### src/hw/rtl/bellman_ford_shortest_paths_assert.svh
// Assertion macros for the shortest-path RTL.
// Expects signals named clk and rst_n in the including module.
`ifndef BELLMAN_FORD_SHORTEST_PATHS_ASSERT_SVH
`define BELLMAN_FORD_SHORTEST_PATHS_ASSERT_SVH

// Same-cycle implication, ignored while in reset.
`define BFSP_ASSERT_IMP(label, ante, cons) \
    label: assert property (@(posedge clk) disable iff (!rst_n) (ante) |-> (cons)) \
        else $error("bfsp: assertion failed");

// Next-cycle implication, ignored while in reset.
`define BFSP_ASSERT_NXT(label, ante, cons) \
    label: assert property (@(posedge clk) disable iff (!rst_n) (ante) |=> (cons)) \
        else $error("bfsp: assertion failed");

`endif

### src/hw/rtl/bfsp_pkg.sv
// Shared constants, types and sequencer states for the shortest-path block.
// No dependencies.
`default_nettype none

package bfsp_pkg;

    // Sizing
    localparam int MAX_NODES   = 16;
    localparam int WEIGHT_BITS = 16;
    localparam int NODE_W      = $clog2(MAX_NODES);
    localparam int CNT_W       = $clog2(MAX_NODES + 1);
    localparam int ADDR_W      = 2 * NODE_W;
    localparam int MAT_DEPTH   = MAX_NODES * MAX_NODES;
    // A stored distance is always a simple path: it visits each node at most once.
    localparam longint unsigned MAX_PATH =
        longint'(MAX_NODES - 1) * ((64'd1 << WEIGHT_BITS) - 64'd1);
    localparam int DIST_W      = $clog2(MAX_PATH + 64'd1);

    // Port field widths
    localparam int ROW_W       = 4;
    localparam int WIN_W       = 16;
    localparam int SRC_W       = 4;
    localparam int COUNT_W     = 5;
    localparam int OUT_NODE_W  = 4;
    localparam int OUT_DIST_W  = 20;
    localparam int PARENT_W    = 5;
    localparam int CFG_DATA_W  = 5;
    localparam int CFG_ADDR_W  = 1;

    // Register indexes
    localparam logic [CFG_ADDR_W-1:0] REG_SOURCE_NODE = 1'd0;
    localparam logic [CFG_ADDR_W-1:0] REG_NODE_COUNT  = 1'd1;

    typedef enum logic [3:0] {
        ST_IDLE,
        ST_INIT,
        ST_ROW_RD,
        ST_ROW_CHK,
        ST_SCAN,
        ST_DRAIN,
        ST_OUT_RD,
        ST_OUT_LD,
        ST_OUT_SEND
    } bfsp_state_t;

    // Sequencer -> weight RAM / relax unit / output register
    typedef struct packed {
        logic              clear;     // drop all reached flags
        logic              seed;      // mark source reached at distance 0
        logic [NODE_W-1:0] seed_addr;
        logic [NODE_W-1:0] rd_addr;   // table read address (u or v)
        logic [NODE_W-1:0] u;         // current row
        logic              relax;     // read at rd_addr is a relaxation of (u, v)
        logic              latch_u;   // capture dist[u] from the read data
        logic              out_load;  // load the output register
        logic              out_last;
    } bfsp_ctl_t;

    // Relax unit read data
    typedef struct packed {
        logic              fin;
        logic [DIST_W-1:0] dist_val;
        logic [CNT_W-1:0]  parent;
    } bfsp_stat_t;

endpackage

`default_nettype wire

### src/hw/rtl/bfsp_wmem.sv
// Weight matrix storage: one write port, one registered read port.
// Depends on bfsp_pkg.
`default_nettype none

module bfsp_wmem (
    input  wire logic                            clk,
    input  wire logic                            wr_en,
    input  wire logic [bfsp_pkg::ADDR_W-1:0]      wr_addr,
    input  wire logic [bfsp_pkg::WEIGHT_BITS-1:0] wr_data,
    input  wire logic [bfsp_pkg::ADDR_W-1:0]      rd_addr,
    output logic      [bfsp_pkg::WEIGHT_BITS-1:0] rd_data
);
    import bfsp_pkg::*;

    logic [WEIGHT_BITS-1:0] mem [MAT_DEPTH];
    logic [WEIGHT_BITS-1:0] rd_data_reg;

    always_ff @(posedge clk)
    begin
        if (wr_en)
        begin
            mem[wr_addr] <= wr_data;
        end
        rd_data_reg <= mem[rd_addr];
    end

    assign rd_data = rd_data_reg;

endmodule

`default_nettype wire

### config.mk
export PLATFORM = sky130hd
export DESIGN_NAME = bfsp_wmem
export DESIGN_NICKNAME = d
export VERILOG_FILES = /design/src/hw/rtl/bellman_ford_shortest_paths_assert.svh /design/src/hw/rtl/bfsp_pkg.sv /design/src/hw/rtl/bfsp_wmem.sv
export SDC_FILE = /design/constraint.sdc
export NUM_CORES = 2
export LEC_CHECK = 0
export BUFFER_PORTS_ARGS = -buffer_cell sky130_fd_sc_hd__buf_4
export CAP_MARGIN = 20
export CORE_UTILIZATION = 45
export DETAILED_ROUTE_END_ITERATION = 6
export GPL_ROUTABILITY_DRIVEN = 0
export SKIP_CTS_REPAIR_TIMING = 1
export SYNTH_ARGS = -nofsm -noshare
export SYNTH_HDL_FRONTEND = slang
export SYNTH_SLANG_ARGS = --single-unit
### constraint.sdc
create_clock -name clk -period 3 [get_ports clk]
set_input_delay 0.15 -clock clk [delete_from_list [all_inputs] [get_ports clk]]
set_output_delay 0.15 -clock clk [all_outputs]
set_load 0.005 [all_outputs]
==> key figures <==
Floorplan
  – Core ar.: between 300,000 and 400,000 um2
  – Die Ht: 595.9 um
  – Boundary Pins: 50
  – # rows: between 200 and 250
  – Die area: around 360,000 um2
  – Initial core utilization: 0.4531
  – Die X: about 600 um

Power and ir drop
  – Pwr/cell area: 655.1 nW/um2
  – VDD IR max: approximately 0.47 mV
  – Total power: roughly 120 mW
  – Leak Pwr: 59.28 nW

CTS
  – Clock sink total: 4,112
  – Clock slew at reported path FFs: about 0.060 ns
  – Root buf cell: clkbuf_16
  – Total CTS buffers: 408
  – Htree depth: 5
  – Worst skew pair latency: 0.97 ns
  – CTS tree: built
  – Clock tree buffer depth: 4

Run
  – Max-cap violations: 0

Timing
  – Tmin final: roughly 2.5 ns
  – Setup Skew: ~0.04 ns
  – Slew Limit Fails: 0
  – PnR worst setup slack: between 0.4 and 0.5 ns
  – Fmax: slightly below 0.4 GHz
  – Final hold violations: 1
  – Worst slew pin tran: 1.065 ns
  – Hold Slack: -0.02039 ns
  – Fin crit share: 0.8479
  – Setup tns final: 0 ns
  – Final setup violation count: 0
  – RSZ-0062 raised after global routing: no
  – Slew headroom: 0.2842

Routing
  – Initial DRC count: just over 10,000
  – First drt pass iteration count: 6
  – Post-DR vias/cell: around 6.1
  – Residual DRC: 0
  – Final wirelength: 428.0 mm
  – Wirelength per Cell: 32.46 um
  – ANT nets after route: 0
  – Vias: approximately 81,000

Worst hold path
  – Min-delay worst type: in2reg
  – Worst hold path cell count: 5

GRT
  – Initial antenna violation count: 28
  – First-pass GRT wire length: 605.9 mm
  – Largest net degree at the start of global routing: 112
  – Vias in the first global route: about 80,000
  – Total GRT Usage: 0.2392
  – Grt ovf: 0

Worst setup path
  – CP max FO: 1
  – FF-to-FF setup slack: 0.46 ns
  – Critical path origin: mem[131][0]
  – Crit. End Element: flip-flop
  – R2r startpoint: mem[131][0]
  – Reg2reg path depth: 8
  – Worst Setup Path Type: reg2reg
  – Reg-to-reg endpoint: rd_data[0]
  – Critical Path Start Type: flip-flop
  – Crit path to: rd_data[0]
  – Critical path arrival: 3.38 ns
  – WP data required: roughly 3.8 ns

Yosys
  – Syn_nets: around 7,400
  – Top_reg_cell synth: edfxtp_1
  – FFs w/ async S/R, synth: 0
  – YS warnings: 0
  – Netlist cell types: 52
  – Cell count after synthesis: around 7,400
  – Netlist Area Pre-Place: 158,700 um2
  – Post-synth EDFFs: between 4,000 and 5,000
  – Avg Cell Area, Syn: 21.56 um2
  – Seq/Total Area, Yosys: 0.7770
  – Yosys reg bits: ~4,100

Placement
  – Cells after DPL: 12,400
  – Place WS: -0.2970 ns
  – HPWL after DPL: ~260 mm
  – PortBufs: slightly below 50

Status
  – Status: finished with violations
  – Failing checks: negative hold slack

Final layout
  – Fraction of layout cells with a size suffix above 1: 0.2866
  – Area Growth Syn to Fin: 15.97%
  – Nets: 8,269
  – Most common cell after layout, fill and taps aside: edfxtp_1
  – Most frequent cells in the layout: edfxtp_1 (4,096), mux4_2 (797), buf_4 (742)
  – Max reg flops: 4,096
  – Final std cells w/o fill: 13,180
==> kinds of logic (layout without fill, tap and decap cells) <==
| logic type | count (synthesis) | count (layout) | share of synthesized area |
|---|---|---|---|
| flops | 4112 | 4112 | 0.7770 |
| mux | 1450 | 1450 | 0.1550 |
| compound gates | 786 | 786 | 0.03537 |
| simple gates | 556 | 556 | 0.01574 |
| buf+inv | 456 | 1673 | 0.01693 |
| other cells | 0 | 8 | 0 |
==> Yosys cell counts, types with 9 or more instances <==
cell type,instances,share of area
nor3_1,92,0.0029
a21oi_1,175,0.0055
a22oi_1,43,0.0020
buf_2,76,0.0024
edfxtp_1,4096,0.77
buf_8,11,0.0010
clkbuf_1,230,0.0054
mux2_2,88,0.0062
o21ai_0,37,0.0012
nor2_1,304,0.0072
o31ai_1,16,0.00076
a211oi_1,18,0.00085
nand3_1,35,0.0011
mux2i_1,565,0.036
a22o_1,32,0.0018
nand4_1,26,0.0010
buf_4,26,0.0012
nor4_1,17,0.00067
o32ai_1,20,0.0011
mux4_2,797,0.11
a221oi_1,28,0.0015
o221ai_1,252,0.014
buf_1,27,0.00064
nor2b_1,9,0.00035
dfxtp_1,16,0.0020
o22ai_1,148,0.0058
nand2_1,38,0.00090
buf_6,77,0.0055
and3_1,11,0.00043
==> cell type report <==
class,instances,area [um2]
Multi-Input combinational cell,2792,33000
Tap cell,4599,5754
Clock inverter,246,2288
Antenna cell,8,20.02
Sequential cell,4112,123300
Inverter,4,27.53
Clock buffer,506,10890
Fill cell,26930,166200
Timing Repair Buffer,917,8761
==> where the power goes <==
part	internal, mW	switching, mW	total (mW)	leakage, nW
sequential	63.3	0.118	63.4	36.9
combinational	2.47	4.05	6.52	15.9
clock	29.1	21.5	50.6	6.48
total	94.9	25.7	121	59.3
==> worst max-delay path: stages, from the launching register on <==
cell	delay, ns
edfxtp_1	0.37
mux4_2	0.47
mux2_2	0.34
a221oi_1	0.36
buf_4	0.18
o31ai_1	0.22
o32ai_1	0.21
buf_4	0.21
nor4_1	0.06
==> worst min-delay path by stage <==
stage                     from     endpoint  slack [ns]
finish              wr_addr[6]   mem[46][5]       -0.02
floorplan           wr_data[0]    mem[0][0]        0.25
global route        wr_addr[6]   mem[46][5]       0.003
global placement    wr_data[0]  mem[230][0]        0.57
CTS                 wr_data[0]  mem[230][0]       -0.44
detailed placement  wr_data[0]  mem[231][0]        0.58
==> layer usage <==
layer | part of all wire | vias up | wire length, um | global-route usage
li1 | - | 33070 | - | -
met3 | 0.087 | 596 | 37180 | 0.04529
met5 | 0.000070 | - | 30 | 0
met2 | 0.48 | 3631 | 203500 | 0.3791
met4 | 0.032 | 4 | 13700 | 0.07095
met1 | 0.41 | 43320 | 173600 | 0.3392
==> stage by stage <==
step | util | cell area, um2
floorplan | - | 158700
detailed placement | 0.4872 | 170600
CTS | 0.5248 | 183800
global placement | 0.4872 | 170600
finish | 0.5255 | 184100
global route | 0.5255 | 184000
Note: power is estimated with default switching activity, not from simulation.
