===== src/hw/rtl/bellman_ford_shortest_paths_assert.svh =====
// Assertion macros for the shortest-path RTL.
// Expects signals named clk and rst_n in the including module.
`ifndef BELLMAN_FORD_SHORTEST_PATHS_ASSERT_SVH
`define BELLMAN_FORD_SHORTEST_PATHS_ASSERT_SVH

// Same-cycle implication, ignored while in reset.
`define BFSP_ASSERT_IMP(label, ante, cons) \
    label: assert property (@(posedge clk) disable iff (!rst_n) (ante) |-> (cons)) \
        else $error("bfsp: assertion failed");

// Next-cycle implication, ignored while in reset.
`define BFSP_ASSERT_NXT(label, ante, cons) \
    label: assert property (@(posedge clk) disable iff (!rst_n) (ante) |=> (cons)) \
        else $error("bfsp: assertion failed");

`endif


===== src/hw/rtl/bfsp_pkg.sv =====
// Shared constants, types and sequencer states for the shortest-path block.
// No dependencies.
`default_nettype none

package bfsp_pkg;

    // Sizing
    localparam int MAX_NODES   = 16;
    localparam int WEIGHT_BITS = 16;
    localparam int NODE_W      = $clog2(MAX_NODES);
    localparam int CNT_W       = $clog2(MAX_NODES + 1);
    localparam int ADDR_W      = 2 * NODE_W;
    localparam int MAT_DEPTH   = MAX_NODES * MAX_NODES;
    // A stored distance is always a simple path: it visits each node at most once.
    localparam longint unsigned MAX_PATH =
        longint'(MAX_NODES - 1) * ((64'd1 << WEIGHT_BITS) - 64'd1);
    localparam int DIST_W      = $clog2(MAX_PATH + 64'd1);

    // Port field widths
    localparam int ROW_W       = 4;
    localparam int WIN_W       = 16;
    localparam int SRC_W       = 4;
    localparam int COUNT_W     = 5;
    localparam int OUT_NODE_W  = 4;
    localparam int OUT_DIST_W  = 20;
    localparam int PARENT_W    = 5;
    localparam int CFG_DATA_W  = 5;
    localparam int CFG_ADDR_W  = 1;

    // Register indexes
    localparam logic [CFG_ADDR_W-1:0] REG_SOURCE_NODE = 1'd0;
    localparam logic [CFG_ADDR_W-1:0] REG_NODE_COUNT  = 1'd1;

    typedef enum logic [3:0] {
        ST_IDLE,
        ST_INIT,
        ST_ROW_RD,
        ST_ROW_CHK,
        ST_SCAN,
        ST_DRAIN,
        ST_OUT_RD,
        ST_OUT_LD,
        ST_OUT_SEND
    } bfsp_state_t;

    // Sequencer -> weight RAM / relax unit / output register
    typedef struct packed {
        logic              clear;     // drop all reached flags
        logic              seed;      // mark source reached at distance 0
        logic [NODE_W-1:0] seed_addr;
        logic [NODE_W-1:0] rd_addr;   // table read address (u or v)
        logic [NODE_W-1:0] u;         // current row
        logic              relax;     // read at rd_addr is a relaxation of (u, v)
        logic              latch_u;   // capture dist[u] from the read data
        logic              out_load;  // load the output register
        logic              out_last;
    } bfsp_ctl_t;

    // Relax unit read data
    typedef struct packed {
        logic              fin;
        logic [DIST_W-1:0] dist_val;
        logic [CNT_W-1:0]  parent;
    } bfsp_stat_t;

endpackage

`default_nettype wire


===== src/hw/rtl/bfsp_seq.sv =====
// Sequencer: pass / row / column counters and the result walk.
// Depends on bfsp_pkg and bellman_ford_shortest_paths_assert.svh.
`default_nettype none

module bfsp_seq (
    input  wire logic                        clk,
    input  wire logic                        rst_n,
    input  wire logic                        in_valid,
    input  wire logic                        last_entry,
    input  wire logic [bfsp_pkg::SRC_W-1:0]   source_node,
    input  wire logic [bfsp_pkg::COUNT_W-1:0] node_count,
    input  wire logic                        out_ready,
    input  wire bfsp_pkg::bfsp_stat_t        status,
    output logic                             in_ready,
    output bfsp_pkg::bfsp_ctl_t              ctl
);
    import bfsp_pkg::*;

    bfsp_state_t       state_reg, state_next;
    logic [CNT_W-1:0]  pass_reg, pass_next;
    logic [NODE_W-1:0] u_reg, u_next;
    logic [NODE_W-1:0] v_reg, v_next;

    logic [CNT_W-1:0]  n;
    logic [CNT_W-1:0]  n_m1_cnt;
    logic [NODE_W-1:0] n_m1;
    logic              src_ok;

    // effective node count, saturated
    assign n        = (32'(node_count) > MAX_NODES) ? CNT_W'(MAX_NODES) : CNT_W'(node_count);
    assign n_m1_cnt = n - CNT_W'(1);
    assign n_m1     = NODE_W'(n_m1_cnt);
    assign src_ok   = 32'(source_node) < 32'(n);

    always_ff @(posedge clk or negedge rst_n)
    begin
        if (!rst_n)
        begin
            state_reg <= ST_IDLE;
            pass_reg  <= '0;
            u_reg     <= '0;
            v_reg     <= '0;
        end
        else
        begin
            state_reg <= state_next;
            pass_reg  <= pass_next;
            u_reg     <= u_next;
            v_reg     <= v_next;
        end
    end

    // next state and counters
    always_comb
    begin
        state_next = state_reg;
        pass_next  = pass_reg;
        u_next     = u_reg;
        v_next     = v_reg;
        unique case (state_reg)
            ST_IDLE:
            begin
                if (in_valid && last_entry)
                begin
                    state_next = ST_INIT;
                end
            end
            ST_INIT:
            begin
                u_next    = '0;
                v_next    = '0;
                pass_next = CNT_W'(1);
                if (n == '0)
                begin
                    state_next = ST_IDLE;
                end
                else if (n == CNT_W'(1))
                begin
                    state_next = ST_OUT_RD;
                end
                else
                begin
                    state_next = ST_ROW_RD;
                end
            end
            ST_ROW_RD:
            begin
                state_next = ST_ROW_CHK;
            end
            ST_ROW_CHK, ST_DRAIN:
            begin
                if ((state_reg == ST_ROW_CHK) && status.fin)
                begin
                    v_next     = '0;
                    state_next = ST_SCAN;
                end
                else if (u_reg != n_m1)
                begin
                    u_next     = u_reg + NODE_W'(1);
                    state_next = ST_ROW_RD;
                end
                else if (pass_reg != n_m1_cnt)
                begin
                    u_next     = '0;
                    pass_next  = pass_reg + CNT_W'(1);
                    state_next = ST_ROW_RD;
                end
                else
                begin
                    v_next     = '0;
                    state_next = ST_OUT_RD;
                end
            end
            ST_SCAN:
            begin
                if (v_reg == n_m1)
                begin
                    state_next = ST_DRAIN;
                end
                else
                begin
                    v_next = v_reg + NODE_W'(1);
                end
            end
            ST_OUT_RD:
            begin
                state_next = ST_OUT_LD;
            end
            ST_OUT_LD:
            begin
                state_next = ST_OUT_SEND;
            end
            ST_OUT_SEND:
            begin
                if (out_ready)
                begin
                    if (v_reg == n_m1)
                    begin
                        state_next = ST_IDLE;
                    end
                    else
                    begin
                        v_next     = v_reg + NODE_W'(1);
                        state_next = ST_OUT_RD;
                    end
                end
            end
            default:
            begin
                state_next = ST_IDLE;
            end
        endcase
    end

    // outputs
    always_comb
    begin
        in_ready      = 1'b0;
        ctl           = '0;
        ctl.rd_addr   = v_reg;
        ctl.u         = u_reg;
        ctl.seed_addr = NODE_W'(source_node);
        unique case (state_reg)
            ST_IDLE:
            begin
                in_ready = 1'b1;
            end
            ST_INIT:
            begin
                ctl.clear = 1'b1;
                ctl.seed  = src_ok;
            end
            ST_ROW_RD:
            begin
                ctl.rd_addr = u_reg;
            end
            ST_ROW_CHK:
            begin
                ctl.latch_u = 1'b1;
            end
            ST_SCAN:
            begin
                ctl.relax = 1'b1;
            end
            ST_OUT_LD:
            begin
                ctl.out_load = 1'b1;
                ctl.out_last = (v_reg == n_m1);
            end
            ST_DRAIN, ST_OUT_RD, ST_OUT_SEND:
            begin
                in_ready = 1'b0;
            end
            default:
            begin
                in_ready = 1'b0;
            end
        endcase
    end

`include "bellman_ford_shortest_paths_assert.svh"

    `BFSP_ASSERT_NXT(a_run_start, in_valid && in_ready && last_entry, state_reg == ST_INIT)
    `BFSP_ASSERT_IMP(a_scan_range, state_reg == ST_SCAN, (u_reg <= n_m1) && (v_reg <= n_m1) && (pass_reg < n))
    `BFSP_ASSERT_NXT(a_skip_unreached, (state_reg == ST_ROW_CHK) && !status.fin, (state_reg == ST_ROW_RD) || (state_reg == ST_OUT_RD))

endmodule

`default_nettype wire


===== config.mk =====
export PLATFORM = sky130hd
export DESIGN_NAME = bfsp_seq
export DESIGN_NICKNAME = d
export VERILOG_FILES = /design/src/hw/rtl/bfsp_pkg.sv /design/src/hw/rtl/bfsp_seq.sv
export VERILOG_INCLUDE_DIRS = /design/src /design/src/hw/rtl
export SDC_FILE = /design/constraint.sdc
export NUM_CORES = 1
export LEC_CHECK = 0
export BUFFER_PORTS_ARGS = -buffer_cell sky130_fd_sc_hd__buf_4
export CAP_MARGIN = 0
export CORE_MARGIN = 1.5
export CORE_UTILIZATION = 50
export DETAILED_ROUTE_END_ITERATION = 10
export GPL_ROUTABILITY_DRIVEN = 1
export PLACE_DENSITY = 0.78
export SLEW_MARGIN = 20
export SYNTH_ARGS = -nofsm -noshare
export SYNTH_HDL_FRONTEND = slang
export SYNTH_SLANG_ARGS = --single-unit

===== constraint.sdc =====
create_clock -name clk -period 2.74 [get_ports clk]
set_clock_uncertainty 0.1 [all_clocks]
set_input_delay 0 -clock clk [delete_from_list [all_inputs] [get_ports clk]]
set_output_delay 0 -clock clk [all_outputs]
set_load 0.01 [all_outputs]

==> results.json <==
{
  "grt_pass1_vias": 1432,
  "powerDensity_mw_per_mm2": 548,
  "met3_usage_pct": 3.49,
  "clk_pin_slew_worst_paths_ns": 0.11,
  "p_sw_share_pct": 44.1,
  "p_seq_share_pct": 35.4,
  "drc": 0,
  "synth_seq_cells": 17,
  "grt_overflow": 0,
  "via_count": 1517,
  "avgViaCountPerCell": 5.77,
  "synth_top_family_by_area": "compound AO/OA/AOI/OAI gates",
  "drive_above_1_share_pct": 25.6,
  "synth_fa_ha_area_share_pct": 6.24,
  "synth-edff-count": 0,
  "wl_um": 3940,
  "hold_path.class": "in2reg",
  "clockPowerShare_pct": 13.3,
  "synth-simple-area-share_pct": 21.9,
  "grt_setup_unrepaired": "no",
  "timing.hold.ws_ns": 0.0128,
  "avgSynthCellArea_sq_um": 8.72,
  "firstDrtPassIters": 4,
  "antenna_found_initial": 0,
  "chipHeight_um": 59.6,
  "nFillCells": 285,
  "cts_setup_buffers": 0,
  "netlist_instances": 184,
  "post_dp_cell_area_sq_mm": 0.00189,
  "min_period_over_period_pct": 83.9,
  "path_max_fanout": 13,
  "drv_slew": 0,
  "clock_latency_ns": 0.29,
  "max_cap_viol_count": 0,
  "mostFrequentLayoutCell": "buf_4",
  "period_minus_slack_ns": 2.30,
  "outcome": "complete, no violations",
  "worstSetupPathType": "reg2reg",
  "coreArea_sq_mm": 0.00305,
  "combPwrFrac_pct": 51.3,
  "cellLeakagePower_nw": 0.819,
  "cts_buffers": 3,
  "peakVddDrop_mv": 0.520,
  "worst-path-buf-inv": 2,
  "tritoncts": "done",
  "seq_area_frac_synth_pct": 26.5,
  "synth_warnings": 0,
  "syn_to_final_growth_pct": 22.2,
  "p_int_mw": 0.600,
  "max_freq_ghz": 0.435,
  "synth_compound_area_share_pct": 23.7,
  "gp_congestion": 0.951,
  "synthFlopType": "dfrtp_1",
  "ios": 59,
  "grt_max_degree": 21,
  "clock-sinks": 17,
  "final-hold-violation-count": 0,
  "worstPathRequired_ns": 2.87,
  "fin_setup_tns_ns": 0,
  "layoutNonFillerInstCount": 263,
  "use_met1_pct": 29.6,
  "cts_max_path_buffers": 2,
  "diodes": 0,
  "final_cell_mix": "buf_4, dfrtp_1, nand2_1, a21oi_1, inv_1",
  "htreeDepth": 1,
  "crit_path_max_incr_delay_ns": 0.61,
  "synth.area.mux_share_pct": 5.93,
  "worst_ep_arrival_time_ns": 2.43,
  "die_w_um": 59.6,
  "start_kind": "register",
  "setup_ws_ns": 0.442,
  "slowest_stage": "dfrtp_1",
  "placed_cells": 255,
  "dp_hpwl_um": 2950,
  "ys_types": 52,
  "dpl_worst_slack_ns": 0.159,
  "io_buffers": 33,
  "top_usage_layer": "met2",
  "hold_buffers": 4,
  "num_rows": 20,
  "syn_nets": 232,
  "relSlewSlack_pct": 58.2,
  "track_usage_pct": 23.6,
  "post_cts_resized": 0,
  "synth-xor-area-share_pct": 8.81,
  "largest_register_ffs": 5,
  "use_met2_pct": 40.5,
  "cp_top_family": "simple AND/OR/NAND/NOR gates",
  "setup_violations": 0,
  "start_util_pct": 52.5,
  "nets": 268,
  "final_area_sq_mm": 0.00196,
  "syn_area_sq_mm": 0.00160,
  "worstPathCellList": "inv_1 > nand2_1 > nor2_1 > buf_4 > a21o_1 > or4_1 > a21oi_1",
  "final_antenna_net_count": 0,
  "tightest_slew_ns": 0.626,
  "p_sw_mw": 0.474,
  "cts-root-buf": "clkbuf_4",
  "crit_path_end_kind": "register",
  "wl_per_cell_um": 15.0,
  "dieArea_sq_mm": 0.00356,
  "async_flop_share_pct": 100,
  "drtIter0Drc": 43,
  "grt_pass1_wl_um": 6400
}
-- metrics by stage --
stage	utilization (%)	power (mW)
3_5_place_dp	61.9	0.924
3_3_place_gp	61.9	0.898
5_1_grt	64.2	1.16
4_1_cts	64.2	1.08
2_1_floorplan	-	0.745
6_report	64.2	1.07
-- routing by layer --
layer	up-vias	part of all wire, %	wire (um)
met1	716	44	1720
met3	9	3.7	144
met2	44	50	1970
li1	748	-	-
met4	0	2.7	107
met5	-	0	0
-- cell families after synthesis --
family	after synthesis
adders and majority gates	8
muxes	9
buffers and inverters	24
xor gates and xnor gates	13
and+or+nand+nor	61
DFF	17
AOI/OAI and AO/OA	52
-- Yosys cell counts, drive strengths merged (3+ instances only) --
cell | n | area, sq um
nor3 | 6 | 30.0
buf | 9 | 53.8
inv | 11 | 41.3
dfrtp | 17 | 425
nor4 | 6 | 50.0
mux2 | 4 | 45.0
or4 | 5 | 41.3
nand2b | 3 | 18.8
xnor2 | 8 | 70.1
o31ai | 5 | 37.5
a211oi | 3 | 22.5
mux2i | 5 | 50.1
nor2 | 8 | 30.0
nand2 | 16 | 62.6
clkbuf | 4 | 15.0
o211ai | 3 | 22.5
o21ai | 9 | 48.8
xor2 | 3 | 26.3
a21oi | 12 | 60.1
ha | 8 | 100
o31a | 3 | 26.3
nand3 | 6 | 30.0
-- layout make-up --
cell class	count	area, sq um	area share (%)
repair buffers	44	340	17.4
multi-input cells	143	1070	54.5
flip-flops and latches	17	425	21.7
clock inverters	1	7.51	0.383
inverters	11	41.3	2.11
clock buffers	3	22.5	1.15
well taps	44	55.1	2.81
-- final timing paths --
path                              start            to  slack [ns]  depth (start not counted)
setup reg to reg           state_reg[3]   pass_reg[3]        0.44                          7
max in group asynchronous         rst_n   pass_reg[4]        0.94                          4
min in group asynchronous         rst_n  state_reg[3]        0.49                          3
hold reg to reg                v_reg[3]      v_reg[3]        0.48                          1
hold / removal               last_entry  state_reg[2]        0.01                          4
setup / recovery           state_reg[3]   pass_reg[3]        0.44                          7
-- power by group through the flow --
stage	Clock (mW)	Combinational, mW	Sequential (mW)
floorplan	0	0.410	0.335
global placement	0	0.520	0.378
finish	0.143	0.552	0.380
global route	0.161	0.606	0.391
detailed placement	0	0.541	0.382
CTS	0.148	0.553	0.377
-- worst register-to-register path: stages, from the launching register on --
cell and delay, ns:
dfrtp_1 0.61, inv_1 0.19, nand2_1 0.16, nor2_1 0.06, buf_4 0.16, a21o_1 0.28, or4_1 0.51, a21oi_1 0.17
Power figures use the tool's default switching activity.
