**src/hw/rtl/bellman_ford_shortest_paths_assert.svh**
```systemverilog
// Assertion macros for the shortest-path RTL.
// Expects signals named clk and rst_n in the including module.
`ifndef BELLMAN_FORD_SHORTEST_PATHS_ASSERT_SVH
`define BELLMAN_FORD_SHORTEST_PATHS_ASSERT_SVH

// Same-cycle implication, ignored while in reset.
`define BFSP_ASSERT_IMP(label, ante, cons) \
    label: assert property (@(posedge clk) disable iff (!rst_n) (ante) |-> (cons)) \
        else $error("bfsp: assertion failed");

// Next-cycle implication, ignored while in reset.
`define BFSP_ASSERT_NXT(label, ante, cons) \
    label: assert property (@(posedge clk) disable iff (!rst_n) (ante) |=> (cons)) \
        else $error("bfsp: assertion failed");

`endif

```
**src/hw/rtl/bfsp_pkg.sv**
```systemverilog
// Shared constants, types and sequencer states for the shortest-path block.
// No dependencies.
`default_nettype none

package bfsp_pkg;

    // Sizing
    localparam int MAX_NODES   = 16;
    localparam int WEIGHT_BITS = 16;
    localparam int NODE_W      = $clog2(MAX_NODES);
    localparam int CNT_W       = $clog2(MAX_NODES + 1);
    localparam int ADDR_W      = 2 * NODE_W;
    localparam int MAT_DEPTH   = MAX_NODES * MAX_NODES;
    // A stored distance is always a simple path: it visits each node at most once.
    localparam longint unsigned MAX_PATH =
        longint'(MAX_NODES - 1) * ((64'd1 << WEIGHT_BITS) - 64'd1);
    localparam int DIST_W      = $clog2(MAX_PATH + 64'd1);

    // Port field widths
    localparam int ROW_W       = 4;
    localparam int WIN_W       = 16;
    localparam int SRC_W       = 4;
    localparam int COUNT_W     = 5;
    localparam int OUT_NODE_W  = 4;
    localparam int OUT_DIST_W  = 20;
    localparam int PARENT_W    = 5;
    localparam int CFG_DATA_W  = 5;
    localparam int CFG_ADDR_W  = 1;

    // Register indexes
    localparam logic [CFG_ADDR_W-1:0] REG_SOURCE_NODE = 1'd0;
    localparam logic [CFG_ADDR_W-1:0] REG_NODE_COUNT  = 1'd1;

    typedef enum logic [3:0] {
        ST_IDLE,
        ST_INIT,
        ST_ROW_RD,
        ST_ROW_CHK,
        ST_SCAN,
        ST_DRAIN,
        ST_OUT_RD,
        ST_OUT_LD,
        ST_OUT_SEND
    } bfsp_state_t;

    // Sequencer -> weight RAM / relax unit / output register
    typedef struct packed {
        logic              clear;     // drop all reached flags
        logic              seed;      // mark source reached at distance 0
        logic [NODE_W-1:0] seed_addr;
        logic [NODE_W-1:0] rd_addr;   // table read address (u or v)
        logic [NODE_W-1:0] u;         // current row
        logic              relax;     // read at rd_addr is a relaxation of (u, v)
        logic              latch_u;   // capture dist[u] from the read data
        logic              out_load;  // load the output register
        logic              out_last;
    } bfsp_ctl_t;

    // Relax unit read data
    typedef struct packed {
        logic              fin;
        logic [DIST_W-1:0] dist_val;
        logic [CNT_W-1:0]  parent;
    } bfsp_stat_t;

endpackage

`default_nettype wire

```
**src/hw/rtl/bfsp_relax.sv**
```systemverilog
// Distance / parent tables and the shared add-compare relaxation unit.
// Depends on bfsp_pkg; weight arrives from bfsp_wmem in the cycle after issue.
`default_nettype none

module bfsp_relax (
    input  wire logic                            clk,
    input  wire logic                            rst_n,
    input  wire bfsp_pkg::bfsp_ctl_t             ctl,
    input  wire logic [bfsp_pkg::WEIGHT_BITS-1:0] weight,
    output bfsp_pkg::bfsp_stat_t                 stat
);
    import bfsp_pkg::*;

    logic [DIST_W-1:0]    dist_mem [MAX_NODES];
    logic [CNT_W-1:0]     par_mem  [MAX_NODES];
    logic [MAX_NODES-1:0] fin_reg;

    logic [DIST_W-1:0]    dist_rd_reg;
    logic [CNT_W-1:0]     par_rd_reg;
    logic                 fin_rd_reg;
    logic [NODE_W-1:0]    addr_d_reg;
    logic                 relax_d_reg;
    logic [DIST_W-1:0]    du_reg;

    logic [DIST_W-1:0]    alt;
    logic                 update;
    logic                 wr_en;
    logic [NODE_W-1:0]    wr_addr;
    logic [DIST_W-1:0]    wr_dist;
    logic [CNT_W-1:0]     wr_par;

    // relaxation of (u, v): row u is known reached, so only w and dist[v] matter
    assign alt    = du_reg + DIST_W'(weight);
    assign update = relax_d_reg && (weight != '0) && (!fin_rd_reg || (alt < dist_rd_reg));

    always_comb
    begin
        wr_en   = update || ctl.seed;
        wr_addr = ctl.seed ? ctl.seed_addr : addr_d_reg;
        wr_dist = ctl.seed ? '0 : alt;
        wr_par  = ctl.seed ? '0 : (CNT_W'(ctl.u) + CNT_W'(1));
    end

    always_ff @(posedge clk or negedge rst_n)
    begin
        if (!rst_n)
        begin
            fin_reg     <= '0;
            relax_d_reg <= 1'b0;
        end
        else
        begin
            relax_d_reg <= ctl.relax;
            if (ctl.clear)
            begin
                fin_reg <= '0;
            end
            if (wr_en)
            begin
                fin_reg[wr_addr] <= 1'b1;
            end
        end
    end

    always_ff @(posedge clk)
    begin
        if (wr_en)
        begin
            dist_mem[wr_addr] <= wr_dist;
            par_mem[wr_addr]  <= wr_par;
        end
        dist_rd_reg <= dist_mem[ctl.rd_addr];
        par_rd_reg  <= par_mem[ctl.rd_addr];
        fin_rd_reg  <= fin_reg[ctl.rd_addr];
        addr_d_reg  <= ctl.rd_addr;
        if (ctl.latch_u)
        begin
            du_reg <= dist_rd_reg;
        end
    end

    assign stat.fin      = fin_rd_reg;
    assign stat.dist_val = dist_rd_reg;
    assign stat.parent   = par_rd_reg;

endmodule

`default_nettype wire

```
**config.mk**
```make
export PLATFORM = sky130hd
export DESIGN_NAME = bfsp_relax
export DESIGN_NICKNAME = d
export VERILOG_FILES = /design/src/hw/rtl/bellman_ford_shortest_paths_assert.svh /design/src/hw/rtl/bfsp_pkg.sv /design/src/hw/rtl/bfsp_relax.sv
export SDC_FILE = /design/constraint.sdc
export NUM_CORES = 1
export LEC_CHECK = 0
export ABC_AREA = 1
export BUFFER_PORTS_ARGS = -buffer_cell sky130_fd_sc_hd__buf_2
export CAP_MARGIN = 30
export CORE_MARGIN = 2
export CORE_UTILIZATION = 53
export CTS_CLUSTER_DIAMETER = 60
export DETAILED_ROUTE_END_ITERATION = 12
export GPL_TIMING_DRIVEN = 0
export HOLD_SLACK_MARGIN = 0.12
export PLACE_DENSITY = 0.7
export RECOVER_POWER = 25
export SYNTH_ARGS = -nofsm -noshare
export SYNTH_HDL_FRONTEND = slang
export SYNTH_SLANG_ARGS = --single-unit
export TNS_END_PERCENT = 30
```
**constraint.sdc**
```tcl
create_clock -name clk -period 5.12 [get_ports clk]
set_clock_uncertainty 0.2 [all_clocks]
set_input_delay 0.256 -clock clk [delete_from_list [all_inputs] [get_ports clk]]
set_output_delay 0.256 -clock clk [all_outputs]
set_load 0.01 [all_outputs]
```
==> out/qor.csv, run 1 <==
metric;value;unit
final layout net count;1819;
HPWL Detailed;36.1;mm
pin count of the biggest net entering global routing;26;
post-synth top area share;0.630;
Primary FF master, synth;edfxtp_1;
status;finished clean;
Largest regs;dist_mem: 320 flops, par_mem: 80 flops;
VDD IR max;0.289;mV
Critical Path AT;4840;ps
HP Start;ctl[10];
total gr overflow;0;
Critical Path Max Stage Delay;640;ps
worst r2r src;du_reg[0];
top-count cell post-synth;edfxtp_1;
Area Growth Syn to Fin;14.5;%
final core occ;0.613;
share of cells above drive strength 1;0.0952;
Post-Synthesis Cells;1599;
wire per inst;24.3;um
core area;0.0374;sq mm
Hold Crit Endpoint;addr_d_reg[2];
relative slew slack;0.135;
Finished Layout Cells;2298;
number of max-cap violations;0;
Total GRT Usage;0.289;
family with the most delay on the worst path;simple AND/OR/NAND/NOR gates;
# fillers;2846;
initial antenna violation count;0;
ys async rst share;0.0364;
IO buf count;58;
RSZ-0062 raised after global routing;false;
DR vias;13465;
IO Pins;62;
Yosys reg bits;467;
r2r worst-path depth;26;
Worst-path clk slew;60;ps
minimum clock period;4780;ps
nature of the critical path endpoint;register;
Final setup viols;0;
Worst-Skew Late Latency;570;ps
period utilization;0.934;
syn nets;1672;
placed instance count;2187;
TritonRoute pass-1 iters;6;
Worst Tran Pin Value;1300;ps
Starting Density;0.535;
Routed Wire Length;55.8;mm
Synth Warn #;0;
die footprint;0.0394;sq mm
FMAX;209;MHz
Critical Path RT;5180;ps
Final TNS setup;0;ps
pwr/cell area;388;mW/mm^2
max FFs per register;320;
critical path's most frequent cell;nand2_1;
crit-path max FO;14;
FP Rows;71;
die width;198;um
worst min path class;input port to register;
capturing point of the worst reg2reg path;dist_mem[5][12];
final hold vios;0;
max-slew violation count;0;
CP Launch Type;register;
top register by number of flip-flops;dist_mem;
RePlAce Congestion;0.906;
CP Buf/Inv Count;5;
syn avg cell area;12.5;sq um
CTS sink cnt;467;
DRT iter0 DRCs;1623;
post-route ant nets;0;
Total Power;8.90;mW
Post-Syn Area;0.0200;sq mm
Post-synth EDFFs;420;
htree depth;2;
largest area contributor in the netlist;edfxtp_1;
vias per cell;5.86;
reg2reg setup slack;340;ps
Cell variety after synth;41;
WHS Path Cells;2;
CTS buffer count;48;
dominant cells by area after synthesis;edfxtp_1 63%, mux2i_1 5.2%, o211ai_1 3.9%;
CTS tree;done;
crit path kind;register to register;
Post-CTS Setup Bufs;0;
# DRC;0;
number of global-route vias before repair;13317;
CP max-delay cell;inv_1;
clock buffer depth;3;
Die Ht;198;um
synth cell count leaders;420 x edfxtp_1, 195 x inv_1, 171 x nand2_1;
Root Driver;clkbuf_16;
first-pass GRT wire length;81.9;mm
post-synthesis sequential area ratio;0.681;
leakage power figure;8.97;nW
through the flow:
stage          cell area, sq um  setup slack [ps]  hold slack (ps)
2_1_floorplan             20000              1430             -240
3_3_place_gp              21000              31.3             5.26
3_5_place_dp              21300               363             13.5
4_1_cts                   23000               361              124
5_1_grt                   22900               119              147
6_report                  22900               338              134
how the worst max path moves through the flow:
| stage | from | end | slack [ps] | cells after the start |
|---|---|---|---|---|
| 6_report | du_reg[0] | dist_mem[5][12] | 340 | 26 |
| 5_1_grt | du_reg[0] | dist_mem[5][13] | 120 | 26 |
| 3_5_place_dp | weight[0] | dist_mem[5][18] | 360 | 27 |
| 4_1_cts | du_reg[0] | dist_mem[5][12] | 360 | 26 |
| 2_1_floorplan | du_reg[0] | dist_mem[10][0] | 1430 | 25 |
| 3_3_place_gp | weight[0] | dist_mem[11][12] | 30 | 26 |
cell type report:
class | instances | area [sq um] | area share
plain buffers | 80 | 524 | 0.0229
clock inverters | 18 | 156 | 0.00682
flip-flops and latches | 467 | 13600 | 0.595
inverters | 203 | 762 | 0.0332
well taps | 511 | 639 | 0.0279
diodes | 1 | 2.50 | 0.000109
multi-input cells | 849 | 5090 | 0.222
repair buffers | 97 | 701 | 0.0306
clock buffers | 72 | 1400 | 0.0612
timing repair:
item	in CTS	in global routing
endpoints found under the hold margin	76	0
resized for setup	0	0
hold buffers	15	0
cells in the final DEF, fill, tap and decap left out, types with 18 or more instances in the layout:
master,Yosys,layout
buf_6,17,18
o211ai_1,104,104
buf_2,12,38
a21oi_1,130,130
nand3_1,48,48
o21ai_0,131,131
dfxtp_1,30,30
edfxtp_1,420,420
nand2_1,171,171
mux2i_1,104,104
nor2_1,77,77
inv_1,195,187
ha_1,36,36
clkbuf_16,0,50
clkbuf_1,39,94
cells by family (layout without fill, tap and decap cells):
family,after synthesis,after routing,synth area share
AOI/OAI and AO/OA,381,381,0.109
and+or+nand+nor,317,317,0.0648
adders and majority gates,37,37,0.0235
muxes,104,104,0.0520
DFF,467,467,0.681
xor gates and xnor gates,10,10,0.00475
buffers and inverters,283,470,0.0645
other,0,1,0
worst register-to-register path: stages, from the launching register on:
cell and delay [ps]:
edfxtp_1 360, ha_1 240, fa_1 440, nand2_1 80, inv_1 70, nand2_1 60, nand2_1 100, nand4_1 100
nand2_1 140, nand3_1 130, nand3b_1 80, nand2_1 220, inv_1 80, ha_1 270, nand2_1 70, nor2_1 40
nand2_1 140, nor2_1 70, nand2_1 60, nand3_1 100, nand2_1 80, nand2_1 80, nand2_2 140, buf_6 160
nand2_1 70, inv_1 640, buf_16 240
where the power goes:
| group | switching [mW] | internal, mW |
|---|---|---|
| clock | 1.44 | 2.00 |
| sequential | 0.0501 | 4.39 |
| combinational | 0.725 | 0.300 |
| total | 2.21 | 6.68 |
per-layer routing:
layer  part of all wire  routed length (um)  global-route usage  vias to the layer above
li1                   -                   -                   -                     6004
met1               0.38               21100               0.374                     6492
met2               0.47               26200               0.475                      812
met3               0.11                5950              0.0614                      157
met4              0.045                2520               0.127                        0
met5                  0                   0                   0                        -
No activity file was read; power rests on OpenSTA's default activity.
==> inputs of run 2 (changes only) <==
Settings changed: ABC_AREA 1 to 0, REMOVE_ABC_BUFFERS from default to 1.
==> run 2 against run 1 <==
Effect of this change:
- power fell by 1.7%
- flip-flop and latch count did not move
- worst hold slack improved by 11 ps
- via count is 26% lower
- combinational power hardly changed
- global-route usage shrank 4.8 points
- maximum frequency fell by 5.5%
- the flow now finishes with violations (capacitance limit, slew limit)
- routed wire length is 20% lower
- critical path depth decreased by 9
==> out/qor.csv, run 2 <==
metric;value;unit;change
status;complete, but fails checks;;was finished clean
failing checks;capacitance limit, slew limit;;
Routed Wire Length;44.7;mm;was 55.8 mm
pin count of the biggest net entering global routing;80;;was 26
CTS tree;done;;unchanged
Critical Path RT;5160;ps;was 5180 ps
RSZ-0062 raised after global routing;true;;was false
crit-path max FO;16;;was 14
post-route ant nets;0;;unchanged
final layout net count;1168;;was 1819
IO buf count;59;;was 58
core area;0.0354;sq mm;was 0.0374 sq mm
Primary FF master, synth;edfxtp_1;;unchanged
FMAX;198;MHz;was 209 MHz
capturing point of the worst reg2reg path;par_mem[13][1];;was dist_mem[5][12]
Compound-Gate Fraction of Synth Area;0.0427;;was 0.109
relative slew slack;-0.990;;was 0.135
Area Growth Syn to Fin;17.2;%;was 14.5%
post-synth top area share;0.664;;was 0.630
clock buffer depth;3;;unchanged
CP Launch Type;register;;unchanged
r2r worst-path depth;17;;was 26
max-slew violation count;182;;was 0
Critical Path AT;5100;ps;was 4840 ps
first-pass GRT wire length;66.2;mm;was 81.9 mm
synth cell count leaders;420 x edfxtp_1, 130 x mux4_2, 53 x a21oi_1;;was 420 x edfxtp_1, 195 x inv_1, 171 x nand2_1
Hold Crit Endpoint;par_mem[15][2];;was addr_d_reg[2]
vias per cell;6.29;;was 5.86
Largest regs;dist_mem: 320 flops, par_mem: 80 flops;;unchanged
crit path kind;register to register;;unchanged
worst min path class;input port to register;;unchanged
max FFs per register;320;;unchanged
minimum clock period;5060;ps;was 4780 ps
Simple-Gate Fraction of Synth Area;0.0315;;was 0.0648
initial antenna violation count;0;;unchanged
Total Power;8.74;mW;was 8.90 mW
Post-synth EDFFs;420;;unchanged
Setup WS post-layout;60.7;ps;was 338 ps
post-synthesis sequential area ratio;0.718;;was 0.681
main combinational cell family by area after synthesis;multiplexers;;was compound AO/OA/AOI/OAI gates
Post-Syn Area;0.0190;sq mm;was 0.0200 sq mm
syn avg cell area;19.5;sq um;was 12.5 sq um
die footprint;0.0374;sq mm;was 0.0394 sq mm
post-synthesis adder-cell area fraction;0.0248;;was 0.0235
Yosys reg bits;467;;unchanged
dominant cells by area after synthesis;edfxtp_1 66%, mux4_2 15%, dfxtp_1 3.2%;;was edfxtp_1 63%, mux2i_1 5.2%, o211ai_1 3.9%
CTS buffer count;47;;was 48
DR vias;10024;;was 13465
Synth Warn #;0;;unchanged
htree depth;2;;unchanged
final hold vios;0;;unchanged
reg2reg setup slack;60;ps;was 340 ps
Worst Tran Pin Value;2990;ps;was 1300 ps
period utilization;0.988;;was 0.934
top-count cell post-synth;edfxtp_1;;unchanged
DRT iter0 DRCs;960;;was 1623
# DRC;0;;unchanged
HPWL Detailed;26.1;mm;was 36.1 mm
number of global-route vias before repair;10145;;was 13317
Starting Density;0.537;;was 0.535
Worst-Skew Late Latency;560;ps;was 570 ps
die width;193;um;was 198 um
Cell variety after synth;60;;was 41
mux cell area share after synthesis;0.156;;was 0.0520
commonest non-fill, non-tap cell in the layout;edfxtp_1;;unchanged
nature of the critical path endpoint;register;;unchanged
Root Driver;clkbuf_16;;unchanged
pwr/cell area;392;mW/mm^2;was 388 mW/mm^2
share of cells above drive strength 1;0.280;;was 0.0952
Worst-path clk slew;60;ps;about the same
Total GRT Usage;0.241;;was 0.289
wire per inst;28.1;um;was 24.3 um
final core occ;0.629;;was 0.613
VDD IR max;0.291;mV;was 0.289 mV
Synth Area in XOR/XNOR;0.00784;;was 0.00475
RePlAce Congestion;0.834;;was 0.906
WHS Path Cells;3;;was 2
number of max-cap violations;3;;was 0
Final setup viols;0;;unchanged
FP Rows;69;;was 71
top register by number of flip-flops;dist_mem;;unchanged
total gr overflow;0;;unchanged
largest area contributor in the netlist;edfxtp_1;;unchanged
Die Ht;193;um;was 198 um
commonest non-fill, non-tap cells in the layout;420 x edfxtp_1, 130 x mux4_2, 49 x clkbuf_1, 48 x clkbuf_16, 35 x a21oi_1;;was 420 x edfxtp_1, 187 x inv_1, 171 x nand2_1, 131 x o21ai_0, 130 x a21oi_1
worst r2r src;du_reg[0];;unchanged
Final TNS setup;0;ps;unchanged
leakage power figure;7.49;nW;was 8.97 nW
TritonRoute pass-1 iters;5;;was 6
IO Pins;62;;unchanged
HP Start;ctl[6];;was ctl[10]
Post-Synthesis Cells;973;;was 1599
ys async rst share;0.0364;;unchanged
Post-Place Worst Slack;-430;ps;was 363 ps
ant diodes;0;;was 1
CTS sink cnt;467;;unchanged
WHS;145;ps;was 134 ps
## run 2: final cells by class
| type | count | area [sq um] |
|---|---|---|
| Fill cell | 2436 | 13100 |
| Tap cell | 461 | 577 |
| Clock inverter | 19 | 164 |
| Inverter | 28 | 105 |
| Sequential cell | 467 | 13600 |
| Timing Repair Buffer | 120 | 1180 |
| Multi-Input combinational cell | 431 | 5320 |
| Clock buffer | 68 | 1300 |
## run 2: repair_timing
action | in CTS | in global routing
buffers inserted | 17 | 6
endpoints found under the hold margin | 76 | 0
endpoints found under the setup margin | 400 | 116
gates resized for setup | 16 | 7
pin swaps | 14 | 5
hold buffers | 13 | 0
## run 2: where the power goes
group | switching [mW] | total [mW] | internal (mW) | leakage, nW
sequential | 0.0655 | 4.46 | 4.40 | 4.34
clock | 1.41 | 3.27 | 1.87 | 0.711
combinational | 0.602 | 1.00 | 0.403 | 2.43
total | 2.07 | 8.74 | 6.67 | 7.49
## run 2: kinds of logic after synthesis
family / after synthesis
adder cells (fa/ha/maj): 37
AND/OR/NAND/NOR: 120
AO/OA/AOI/OAI: 123
multiplexers: 134
flip-flops: 467
XOR/XNOR: 17
buffers and inverters: 75
## run 2: through the flow
step / cells / instance area [sq um]
6_report: 1594 / 22300
3_3_place_gp: 1446 / 19600
5_1_grt: 1594 / 22300
2_1_floorplan: 926 / 18700
3_5_place_dp: 1470 / 20300
4_1_cts: 1587 / 22300
## run 2: worst max path at each step
stage / from / end / slack, ps
after CTS: du_reg[8] / par_mem[3][4] / -20
after detailed placement: weight[0] / dist_mem[10][5] / -430
after floorplan: du_reg[0] / dist_mem[0][0] / -90
after global routing: du_reg[13] / dist_mem[13][5] / -140
final: du_reg[0] / par_mem[13][1] / 60
after global placement: weight[0] / par_mem[4][4] / -3040
## run 2: metal layers
layer  part of all wire  wire (um)  global-route usage
met3              0.079       3520              0.0370
met1               0.41      18200               0.357
met5                  0          0                   0
met4              0.033       1470              0.0834
met2               0.48      21600               0.372
## run 2: worst max-delay path, cell delays in order (launching register included)
cell	delay, ps
edfxtp_1	360
ha_1	220
fa_2	400
a211oi_4	290
nor3b_4	100
o21a_1	220
o41ai_2	330
xnor2_1	200
ha_1	280
nand2_1	70
nor2_1	50
a211oi_1	300
o21ai_2	180
buf_6	200
o21bai_4	320
buf_16	250
a21oi_4	480
buf_12	260
